### src/sv/hafr_pkg.sv
// Shared types and constants for the handle allocator with FIFO reuse.
// Used by hafr_front, hafr_cmd_queue, hafr_back and the top level.
// No dependencies.
package hafr_pkg;

  localparam int HANDLE_W            = 10;
  localparam int TABLE_DEPTH         = 1 << HANDLE_W;
  localparam int FRESH_W             = HANDLE_W + 1;
  localparam int DEFAULT_MAX_HANDLES = 1024;
  localparam int STREAM_W            = 16;

  // Depth of the queue between front and back; must be a power of two.
  localparam int QUEUE_DEPTH = 2;
  localparam int QUEUE_AW    = $clog2(QUEUE_DEPTH);

  typedef enum logic [2:0] {
    FN_ALLOC_ARRAY  = 3'd0,
    FN_ALLOC_STRING = 3'd1,
    FN_COPY         = 3'd2,
    FN_DESTROY      = 3'd3,
    FN_CHECK_ARRAY  = 3'd4,
    FN_CHECK_STRING = 3'd5,
    FN_EXISTS       = 3'd6,
    FN_CLEAR        = 3'd7
  } func_t;

  typedef enum logic [2:0] {
    ST_OK         = 3'd0,
    ST_NULL       = 3'd1,
    ST_NO_OBJECT  = 3'd2,
    ST_WRONG_TYPE = 3'd3,
    ST_EXHAUSTED  = 3'd4
  } status_t;

  // Operation class produced by the front end.
  typedef enum logic [2:0] {
    CL_ALLOC,
    CL_COPY,
    CL_DESTROY,
    CL_CHECK,
    CL_EXISTS,
    CL_CLEAR
  } op_class_t;

  // Decoded command. kind is the requested kind for an allocation and the
  // expected kind for a check.
  typedef struct packed {
    op_class_t             cls;
    logic                  kind;
    logic [HANDLE_W-1:0]   handle;
  } cmd_t;

  // Result item; handle_out sits in the lowest bits.
  typedef struct packed {
    logic                  kind_out;
    logic                  present;
    status_t               status;
    logic [HANDLE_W-1:0]   handle_out;
  } res_t;

endpackage

### src/sv/hafr_cmd_queue.sv
// Short command queue between the front end and the back end.
// Depends on hafr_pkg.
module hafr_cmd_queue (
  input  logic            clk,
  input  logic            rst,
  input  logic            push,
  input  hafr_pkg::cmd_t  push_cmd,
  output logic            full,
  input  logic            pop,
  output logic            not_empty,
  output hafr_pkg::cmd_t  head_cmd
);
  import hafr_pkg::*;

  cmd_t                slots [QUEUE_DEPTH];
  logic [QUEUE_AW-1:0] wr_ptr;
  logic [QUEUE_AW-1:0] rd_ptr;
  logic [QUEUE_AW:0]   count;

  assign full      = (count == (QUEUE_AW+1)'(QUEUE_DEPTH));
  assign not_empty = (count != '0);
  assign head_cmd  = slots[rd_ptr];

  always_ff @(posedge clk) begin
    if (push) begin
      slots[wr_ptr] <= push_cmd;
    end
  end

  always_ff @(posedge clk) begin
    if (rst) begin
      wr_ptr <= '0;
      rd_ptr <= '0;
      count  <= '0;
    end else begin
      if (push) begin
        wr_ptr <= wr_ptr + 1'b1;
      end
      if (pop) begin
        rd_ptr <= rd_ptr + 1'b1;
      end
      count <= count + (QUEUE_AW+1)'(push) - (QUEUE_AW+1)'(pop);
    end
  end

endmodule

### config.mk
export PLATFORM = sky130hd
export DESIGN_NAME = hafr_cmd_queue
export DESIGN_NICKNAME = d
export VERILOG_FILES = /design/src/sv/hafr_pkg.sv /design/src/sv/hafr_cmd_queue.sv
export SDC_FILE = /design/constraint.sdc
export NUM_CORES = 1
export LEC_CHECK = 0
export BUFFER_PORTS_ARGS = -buffer_cell sky130_fd_sc_hd__buf_2
export CORE_MARGIN = 2
export CORE_UTILIZATION = 50
export DETAILED_ROUTE_END_ITERATION = 7
export PLACE_DENSITY = 0.8
export SLEW_MARGIN = 0
export SYNTH_ARGS = -nofsm -noshare
export SYNTH_HDL_FRONTEND = slang
export SYNTH_SLANG_ARGS = --single-unit
### constraint.sdc
create_clock -name clk -period 1.83 [get_ports clk]
set_input_delay 0.0915 -clock clk [delete_from_list [all_inputs] [get_ports clk]]
set_output_delay 0.0915 -clock clk [all_outputs]
set_load 0.02 [all_outputs]
==> flow_metrics.env, run 1 <==
export IMPL_clkTransAtPathRegs_ns=0.08
export IMPL_rows=17
export IMPL_path_class="reg2out"
export IMPL_ys_types=12
export IMPL_instances_no_fill=151
export IMPL_grt_pass1_wl_mm=2.79
export IMPL_core_mm2=0.00228
export IMPL_fin_tns_setup_ns=0
export IMPL_antenna_found_initial=0
export IMPL_routed_via_density=4.62
export IMPL_grt_overflow=0
export IMPL_die_area_mm2=0.00287
export IMPL_path_buf_inv=2
export IMPL_grt_max_degree=11
export IMPL_tightest_slew_ns=0.384
export IMPL_slowest_delay_ns=0.44
export IMPL_fmax_mhz=627
export IMPL_finalCritPeriodShare_pct=87.2
export IMPL_cts_root_buf="clkbuf_4"
export IMPL_gp_congestion=0.625
export IMPL_start_util_pct=54.0
export IMPL_synthAdderAreaFrac_pct=2.04
export IMPL_worstPathCellList="buf_4 > mux2_2 > buf_2"
export IMPL_io_pins=34
export IMPL_synth_top_family_by_area="multiplexers"
export IMPL_drv_slew=0
export IMPL_cp_data_required_time_ns=1.74
export IMPL_dieWidth_um=53.6
export IMPL_vias=697
export IMPL_drv_cap=0
export IMPL_status="completed"
export IMPL_met1_usage_pct=16.0
export IMPL_clkLatencyLatePin_ns=0.32
export IMPL_r2r_start="wr_ptr$_SDFFE_PP0P_"
export IMPL_crit_path_start_kind="register"
export IMPL_arrival_ns=1.50
export IMPL_p_leak_nw=0.659
export IMPL_layout_drive_gt1_share_pct=46.3
export IMPL_fillerInstances=147
export IMPL_synth_avg_cell_area_um2=19.2
export IMPL_synth_yosys_seq_area_share_pct=76.6
export IMPL_syn_inst=64
export IMPL_dp_hpwl_mm=1.34
export IMPL_worstPathMaxFanout=10
export IMPL_finClkSkew_ns=0.00274
export IMPL_cts_made_buffers=5
export IMPL_io_buffer_count=33
export IMPL_synth_compound_area_share_pct=0
export IMPL_cts_htree_levels=2
export IMPL_synth_xor_area_share_pct=3.26
export IMPL_drt_iter0_markers=2
export IMPL_cpMaxStageDelayCell="dfxtp_1"
export IMPL_drtAntennaViolNets=0
export IMPL_cpLargestDelayFamily="flip-flops"
export IMPL_synth_ff_latch_count=33
export IMPL_finalCriticalPeriod_ns=1.60
export IMPL_p_per_area_mw_per_mm2=934
export IMPL_cts_sinks=33
export IMPL_die_h_um=53.6
export IMPL_ys_warn_count=0
export IMPL_ir_drop_mv=0.766
export IMPL_synthMuxAreaShare_pct=12.8
export IMPL_dpl_cell_area_mm2=0.00145
export IMPL_end_kind="output pin"
export IMPL_dp_cells=128
export IMPL_synthToLayoutAreaGrowth_pct=34.0
export IMPL_relSlewSlack_pct=74.4
export IMPL_rsz0062_at_grt="no"
export IMPL_synth_nets=84
export IMPL_grt_pass1_vias=640
export IMPL_cts_buffer_depth=2
export IMPL_fin_area_mm2=0.00165
export IMPL_first_pass_iters=4
export IMPL_hp_class="in2reg"
export IMPL_layout_nets=142
export IMPL_use_met3_pct=7.50
export IMPL_drcViolationCount=0
export IMPL_yosys_area_share_simple_pct=3.77
export IMPL_setup_viol=0
export IMPL_wl_per_cell_um=12.8
export IMPL_grt_met2_usage_pct=25.3
export IMPL_routed_wl_mm=1.93
export IMPL_antenna_cells=0
export IMPL_hold_violations=0
export IMPL_synth_area_mm2=0.00123
export IMPL_grt_usage_pct=15.2
export IMPL_top_usage_layer="met2"
export IMPL_hold_start="pop"
export IMPL_cts_tree="yes"
==> synthesized netlist by cell type, drive strengths merged <==
cell type  count  area, µm²
edfxtp        28        841
mux2          14        158
dfxtp          5        100
nor2           4       15.0
nor2b          3       18.8
ha             2       25.0
inv            2       7.51
xnor2          2       17.5
and2           1       6.26
buf            1       11.3
or2            1       6.26
xnor3          1       22.5
==> worst register-to-register path: cells and delay by family, from the launching register on <==
kind                   cells  cell delay [ns]
flip-flops                 1             0.37
buffers and inverters      1             0.23
AND/OR/NAND/NOR            1             0.34
==> report_power, final <==
part	leakage [nW]	switching, mW	internal [mW]	total [mW]
Combinational	0.328	0.142	0.147	0.289
Clock	0.0269	0.206	0.147	0.353
Sequential	0.304	0.0224	0.874	0.896
==> routing by layer <==
metal	share of wire (%)	routed length, µm
met1	41	793
met2	50	968
met3	6.7	130
met4	2.0	39
met5	0	0
==> layout make-up <==
type / count / area, µm² / share of cell area, %
multi-input cells: 28 / 269 / 16.3
well taps: 28 / 35.0 / 2.13
repair buffers: 52 / 345 / 21.0
clock inverters: 1 / 3.75 / 0.228
inverters: 2 / 7.51 / 0.456
clock buffers: 7 / 45.0 / 2.74
flip-flops and latches: 33 / 941 / 57.1
==> kinds of logic after synthesis <==
group	Yosys count
DFF	33
muxes	14
and+or+nand+nor	9
xor gates and xnor gates	3
buffers and inverters	3
adders and majority gates	2
==> worst paths after layout <==
check | to | slack, ns | cells after the start
worst min-delay path | register | 0.07 | 3
worst min register to register | register | 0.52 | 2
worst max-delay path | head_cmd[7] | 0.23 | 3
worst max register to register | slots[1][8]$_DFFE_PP_ | 0.60 | 2
==> layout by cell type (no fill, tap or decap), drive strengths merged <==
cell         instances
clkbuf               7
clkinv               1
dlygate4sd3         15
nor2b                3
edfxtp              28
dfxtp                5
buf                 37
ha                   2
nor2                 4
or2                  1
and2                 1
inv                  2
xnor2                2
mux2                14
xnor3                1
==> flip-flops by register name, summed over array words and instances (netlist names), named ones only <==
name / count
rd_ptr: 1
count: 2
slots: 28
wr_ptr: 1
==> stage by stage <==
step	total power, mW	hold slack, ns	setup slack (ns)	utilization [%]
6_report	1.54	0.0681	0.235	72.3
3_5_place_dp	1.18	0.283	0.582	63.6
5_1_grt	1.61	0.0620	0.155	72.3
3_3_place_gp	1.17	0.284	0.597	63.6
4_1_cts	1.55	0.0701	0.228	72.3
2_1_floorplan	1.09	0.163	0.467	-
==> what timing repair did <==
| action | 4_1_cts | 5_1_grt |
|---|---|---|
| endpoints found under the setup margin | 0 | 0 |
| setup buffers | 0 | 0 |
| resized for setup | 0 | 0 |
| hold buffers | 15 | 0 |
| endpoints found under the hold margin | 33 | 0 |
(Power assumes the default switching activity.)
==> inputs of run 2 (changes only) <==
--- a/config.mk
+++ b/config.mk
@@ -7,9 +7,9 @@
 export LEC_CHECK = 0
 export BUFFER_PORTS_ARGS = -buffer_cell sky130_fd_sc_hd__buf_2
 export CORE_MARGIN = 2
-export CORE_UTILIZATION = 50
+export CORE_UTILIZATION = 30
 export DETAILED_ROUTE_END_ITERATION = 7
-export PLACE_DENSITY = 0.8
+export PLACE_DENSITY = 0.54
 export SLEW_MARGIN = 0
 export SYNTH_ARGS = -nofsm -noshare
 export SYNTH_HDL_FRONTEND = slang
==> run 2 against run 1 <==
Die area rose by 61%. Fmax rose by 17%. Clock skew fell by 0.0013 ns. Setup slack improved by 0.23 ns. Utilization fell by 31 points. Flip-flop and latch count did not move. Design area fell by 1.3%. Highest routed layer unchanged.
==> flow_metrics.env, run 2 (synthesis results as in run 1) <==
export IMPL_status="completed"
export IMPL_grt_usage_pct=9.29
export IMPL_antenna_found_initial=0
export IMPL_core_mm2=0.00397
export IMPL_io_pins=34
export IMPL_cp_data_required_time_ns=1.74
export IMPL_die_area_mm2=0.00462
export IMPL_holdWs_ns=0.0159
export IMPL_grt_max_degree=11
export IMPL_hp_class="in2reg"
export IMPL_path_class="reg2out"
export IMPL_cts_made_buffers=5
export IMPL_cts_tree="yes"
export IMPL_fin_area_mm2=0.00163
export IMPL_rsz0062_at_grt="no"
export IMPL_combPwrFrac_pct=17.1
export IMPL_grt_pass1_vias=610
export IMPL_cts_resized=0
export IMPL_finalCriticalPeriod_ns=1.36
export IMPL_hold_violations=0
export IMPL_vias=666
export IMPL_holdBufCountCts=1
export IMPL_drt_iter0_markers=17
export IMPL_finalCritPeriodShare_pct=74.5
export IMPL_end_kind="output pin"
export IMPL_crit_path_start_kind="register"
export IMPL_fillerInstances=378
export IMPL_drtAntennaViolNets=0
export IMPL_p_switching_uw=394
export IMPL_worstPathMaxFanout=7
export IMPL_drv_slew=0
export IMPL_gp_congestion=0.588
export IMPL_power_internal_mw=1.28
export IMPL_layout_drive_gt1_share_pct=52.2
export IMPL_swShare_pct=23.6
export IMPL_clkLatencyLatePin_ns=0.27
export IMPL_largest_register="slots"
export IMPL_routed_wl_mm=1.97
export IMPL_setup_viol=0
export IMPL_arrival_ns=1.27
export IMPL_wl_per_cell_um=12.0
export IMPL_cts_buffer_depth=2
export IMPL_ir_drop_mv=0.459
export IMPL_fin_tns_setup_ns=0
export IMPL_dieWidth_um=68.0
export IMPL_cts_setup_buffers=0
export IMPL_pwr_share_clk_pct=29.3
export IMPL_tightest_slew_ns=0.319
export IMPL_die_h_um=68.0
export IMPL_seq_power_share_pct=53.6
export IMPL_cts_htree_levels=2
export IMPL_rows=23
export IMPL_routed_via_density=4.04
export IMPL_p_leak_nw=0.645
export IMPL_start_util_pct=30.9
export IMPL_p_per_area_mw_per_mm2=1030
export IMPL_first_pass_iters=4
export IMPL_drv_cap=0
export IMPL_grt_overflow=0
export IMPL_antenna_cells=0
export IMPL_layout_nets=134
export IMPL_final_cell_mix="buf_2, edfxtp_1, mux2_2"
export IMPL_largest_reg_flops=28
export IMPL_finClkSkew_ns=0.00145
export IMPL_grt_pass1_wl_mm=2.88
export IMPL_io_buffer_count=33
export IMPL_cts_root_buf="clkbuf_8"
export IMPL_synthToLayoutAreaGrowth_pct=32.3
export IMPL_drcViolationCount=0
export IMPL_dp_hpwl_mm=1.47
export IMPL_cts_sinks=33
export IMPL_fmax_mhz=733
export IMPL_top_regs="slots: 28 flops, count: 2 flops"
export IMPL_relSlewSlack_pct=78.7
export IMPL_layout_cells_most_common="buf_2"
export IMPL_clkTransAtPathRegs_ns=0.06
export IMPL_dpl_cell_area_mm2=0.00148
run 2: worst max-delay path, stage by stage (launching register included):
cell     delay [ns]
dfxtp_1        0.33
buf_4          0.16
mux2_2         0.35
buf_2          0.16
run 2: per-stage QoR:
step                      power [mW]  util, %  std cells  worst slack [ns]
after floorplan                 1.09        -         64             0.467
after global placement          1.18     37.3        151             0.645
after detailed placement        1.19     37.3        151             0.601
after CTS                       1.69     39.7        160             0.435
after global routing            1.76     40.9        165             0.388
final                           1.67     40.9        165             0.466
run 2: final timing paths:
kind	startpoint	to	slack (ns)	depth (start not counted)
worst min-delay path	push_cmd[7]	slots[1][7]$_DFFE_PP_	0.02	1
worst max-delay path	register	head_cmd[9]	0.47	3
worst min register to register	rd_ptr$_SDFFE_PP0P_	register	0.52	2
worst max register to register	count[0]$_SDFF_PP0_	count[1]$_SDFF_PP0_	0.60	6
run 2: power by group through the flow:
| stage | Sequential (mW) | Combinational [mW] | Clock [mW] |
|---|---|---|---|
| detailed placement | 0.912 | 0.279 | 0 |
| floorplan | 0.908 | 0.181 | 0 |
| global route | 0.901 | 0.312 | 0.545 |
| CTS | 0.896 | 0.283 | 0.513 |
| global placement | 0.908 | 0.273 | 0 |
| finish | 0.896 | 0.285 | 0.489 |
run 2: layout make-up:
type,instances,area (µm²),share of cell area (%)
Sequential cell,33,941,57.9
Timing Repair Buffer,44,263,16.2
Clock buffer,6,72.6,4.46
Tap cell,50,62.6,3.85
Multi-Input combinational cell,28,269,16.6
Clock inverter,2,10.0,0.616
Inverter,2,7.51,0.462
run 2: per-layer routing:
metal | part of all wire (%) | global-route usage [%]
met5 | 0 | 0
met4 | 0.61 | 3.75
met1 | 42 | 10.7
met2 | 50 | 14.6
met3 | 7.4 | 4.77
==> inputs of run 3 (changes only) <==
--- a/config.mk
+++ b/config.mk
@@ -5,11 +5,12 @@
 export SDC_FILE = /design/constraint.sdc
 export NUM_CORES = 1
 export LEC_CHECK = 0
+export ABC_AREA = 1
 export BUFFER_PORTS_ARGS = -buffer_cell sky130_fd_sc_hd__buf_2
 export CORE_MARGIN = 2
 export CORE_UTILIZATION = 30
 export DETAILED_ROUTE_END_ITERATION = 7
-export PLACE_DENSITY = 0.54
+export PLACE_DENSITY = 0.56
 export SLEW_MARGIN = 0
 export SYNTH_ARGS = -nofsm -noshare
 export SYNTH_HDL_FRONTEND = slang
==> constraint.sdc (replaced) <==
create_clock -name clk -period 1.2 [get_ports clk]
set_input_delay 0.06 -clock clk [delete_from_list [all_inputs] [get_ports clk]]
set_output_delay 0.06 -clock clk [all_outputs]
set_load 0.02 [all_outputs]
==> run 3 against run 2 <==
The flow now finishes with violations (setup timing). Clock skew about the same. First-iteration DRC count up 140%. Total power up 62%. Critical path type unchanged. Highest routed layer unchanged.
==> flow_metrics.env, run 3 <==
export IMPL_cts_setup_buffers=0
export IMPL_hold_end="wr_ptr$_SDFFE_PP0P_"
export IMPL_layout_setup_ws_ns=-0.126
export IMPL_worstPathMaxFanout=5
export IMPL_layout_nets=155
export IMPL_swShare_pct=24.3
export IMPL_synth_edff_count=28
export IMPL_hold_violations=0
export IMPL_cts_made_buffers=5
export IMPL_drv_cap=0
export IMPL_pwr_share_clk_pct=28.3
export IMPL_fmax_mhz=754
export IMPL_p_per_area_mw_per_mm2=1380
export IMPL_antenna_found_initial=0
export IMPL_start_util_pct=31.1
export IMPL_vias=791
export IMPL_ys_types=12
export IMPL_synth_area_mm2=0.00123
export IMPL_grt_overflow=0
export IMPL_syn_inst=74
export IMPL_grt_max_degree=11
export IMPL_synthMuxAreaShare_pct=12.8
export IMPL_relSlewSlack_pct=87.8
export IMPL_first_pass_iters=4
export IMPL_wl_per_cell_um=12.8
export IMPL_p_leak_nw=0.815
export IMPL_largest_register="slots"
export IMPL_cpMostUsedCell="buf_6"
export IMPL_r2r_end="count[1]$_SDFF_PP0_"
export IMPL_r2r_cells=8
export IMPL_synth_area_leaders="edfxtp_1, mux2_2, dfxtp_1"
export IMPL_cts_sinks=33
export IMPL_seq_power_share_pct=50.2
export IMPL_io_pins=34
export IMPL_gp_congestion=0.618
export IMPL_cts_htree_levels=2
export IMPL_path_buf_inv=2
export IMPL_tightest_slew_ns=0.181
export IMPL_antenna_cells=0
export IMPL_finClkSkew_ns=0.00188
export IMPL_arrival_ns=1.27
export IMPL_dp_hpwl_mm=1.54
export IMPL_rows=23
export IMPL_grt_pass1_vias=866
export IMPL_r2r_start="count[0]$_SDFF_PP0_"
export IMPL_async_reset_ff_share_pct=0
export IMPL_synth_avg_cell_area_um2=16.7
export IMPL_drtAntennaViolNets=0
export IMPL_power_internal_mw=2.04
export IMPL_io_buffer_count=33
export IMPL_yosys_area_top_type_share_pct=68.2
export IMPL_synthToLayoutAreaGrowth_pct=58.3
export IMPL_holdPathStages=3
export IMPL_synthMostInstantiatedCell="edfxtp_1"
export IMPL_layout_drive_gt1_share_pct=52.9
export IMPL_largest_reg_flops=28
export IMPL_synth_top_family_by_area="multiplexers"
export IMPL_clkTransAtPathRegs_ns=0.06
export IMPL_synth_compound_area_share_pct=0.406
export IMPL_path_class="reg2out"
export IMPL_drt_iter0_markers=40
export IMPL_routed_wl_mm=2.38
export IMPL_hp_class="in2reg"
export IMPL_die_area_mm2=0.00464
export IMPL_setup_viol=15
export IMPL_slowest_delay_ns=0.40
export IMPL_drcViolationCount=0
export IMPL_core_mm2=0.00397
export IMPL_grt_pass1_wl_mm=3.79
export IMPL_fin_tns_setup_ns=-1.48
export IMPL_ys_warn_count=0
export IMPL_combPwrFrac_pct=21.6
export IMPL_crit_path_start_kind="register"
export IMPL_drv_slew=0
export IMPL_clkLatencyLatePin_ns=0.27
export IMPL_ir_drop_mv=0.667
export IMPL_synth_ff_type="edfxtp_1"
export IMPL_finalCriticalPeriod_ns=1.33
export IMPL_cts_root_buf="clkbuf_8"
export IMPL_failed_checks="setup timing"
export IMPL_dieWidth_um=68.1
export IMPL_status="finished, violations left"
export IMPL_synth_yosys_seq_area_share_pct=76.3
export IMPL_top_regs="slots: 28 flops, count: 2 flops"
export IMPL_end_kind="output pin"
export IMPL_yosys_top_cells_count="edfxtp_1, mux2_2, inv_1, nor2_1"
export IMPL_synth_xor_area_share_pct=0.710
export IMPL_finish_utilization_pct=49.2
export IMPL_routed_via_density=4.25
export IMPL_cpMaxStageDelayCell="dfxtp_4"
export IMPL_synth_largest_area_cell="edfxtp_1"
export IMPL_synth_nets=94
export IMPL_hold_start="push"
export IMPL_layout_cells_most_common="edfxtp_1"
export IMPL_grt_usage_pct=11.8
export IMPL_cp_data_required_time_ns=1.14
export IMPL_cpLargestDelayFamily="flip-flops"
export IMPL_r2r_setup_slack_ns=-0.02
export IMPL_yosys_area_share_simple_pct=4.46
export IMPL_final_cell_mix="edfxtp_1, buf_2, dlygate4sd3_1, buf_6, mux2_4"
export IMPL_rsz0062_at_grt="yes"
export IMPL_worstPathCellList="buf_6 > mux2_4 > buf_6"
export IMPL_p_switching_uw=656
export IMPL_synthAdderAreaFrac_pct=2.03
export IMPL_finalCritPeriodShare_pct=111
export IMPL_die_h_um=68.1
export IMPL_cts_buffer_depth=2
export IMPL_cts_tree="yes"
export IMPL_synth_ff_latch_count=33
==> run 3: logic make-up after synthesis <==
family,Yosys count
adders and majority gates,2
and+or+nand+nor,14
muxes,14
xor gates and xnor gates,1
buffers and inverters,9
AOI/OAI and AO/OA,1
DFF,33
==> run 3: how the worst max path moves through the flow <==
| stage | startpoint | end | slack (ns) | depth (start not counted) |
|---|---|---|---|---|
| 2_1_floorplan | count[0]$_SDFF_PP0_ | count[1]$_SDFF_PP0_ | 0.01 | 8 |
| 3_3_place_gp | count[0]$_SDFF_PP0_ | count[1]$_SDFF_PP0_ | -0.002 | 8 |
| 3_5_place_dp | count[0]$_SDFF_PP0_ | count[1]$_SDFF_PP0_ | -0.09 | 8 |
| 4_1_cts | register | head_cmd[10] | -0.14 | 3 |
| 5_1_grt | register | head_cmd[10] | -0.17 | 3 |
| 6_report | register | head_cmd[10] | -0.13 | 3 |
==> run 3: repair_timing <==
action | in CTS | in global routing
pin swaps | 4 | 2
gates cloned | 1 | 0
resized for setup | 56 | 0
hold endpoints to repair | 32 | 0
hold buffers | 15 | 0
setup endpoints to repair | 15 | 15
==> run 3: worst register-to-register path, delay by kind of cell (launching register included) <==
family          cells  cell delay [ns]
compound gates      1             0.13
fa+ha+maj           2             0.40
buf+inv             3             0.12
flops               1             0.33
simple gates        2             0.12
==> run 3: layout make-up <==
cell class | instances | area, µm²
clock buffers | 6 | 72.6
clock inverters | 2 | 10.0
fillers | 352 | 2020
inverters | 8 | 30.0
multi-input cells | 32 | 340
flip-flops and latches | 33 | 946
well taps | 50 | 62.6
repair buffers | 55 | 492
==> run 3: metrics by stage <==
stage / worst slack [ns] / area [µm²] / total power [mW] / hold WS (ns) / instances
global placement: -0.00160 / 1510 / 1.74 / 0.250 / 162
detailed placement: -0.0867 / 1510 / 1.75 / 0.254 / 162
finish: -0.126 / 1950 / 2.70 / 0.111 / 186
CTS: -0.137 / 1950 / 2.74 / 0.0928 / 186
global route: -0.173 / 1950 / 2.84 / 0.136 / 186
floorplan: 0.0125 / 1240 / 1.60 / 0.131 / 74
==> run 3: per-layer routing <==
layer	up-vias	share of wire, %	GRT usage, %	wire [µm]
met2	31	54	21.4	1290
li1	388	-	-	-
met1	370	39	12.2	922
met5	-	0	0	0
met4	0	0.59	3.75	14
met3	2	6.4	5.10	152
==> run 3: power groups by stage <==
| stage | Combinational [mW] | Clock (mW) | Sequential [mW] |
|---|---|---|---|
| 3_5_place_dp | 0.386 | 0 | 1.37 |
| 6_report | 0.582 | 0.764 | 1.35 |
| 4_1_cts | 0.584 | 0.803 | 1.35 |
| 2_1_floorplan | 0.235 | 0 | 1.36 |
| 5_1_grt | 0.632 | 0.850 | 1.36 |
| 3_3_place_gp | 0.375 | 0 | 1.36 |
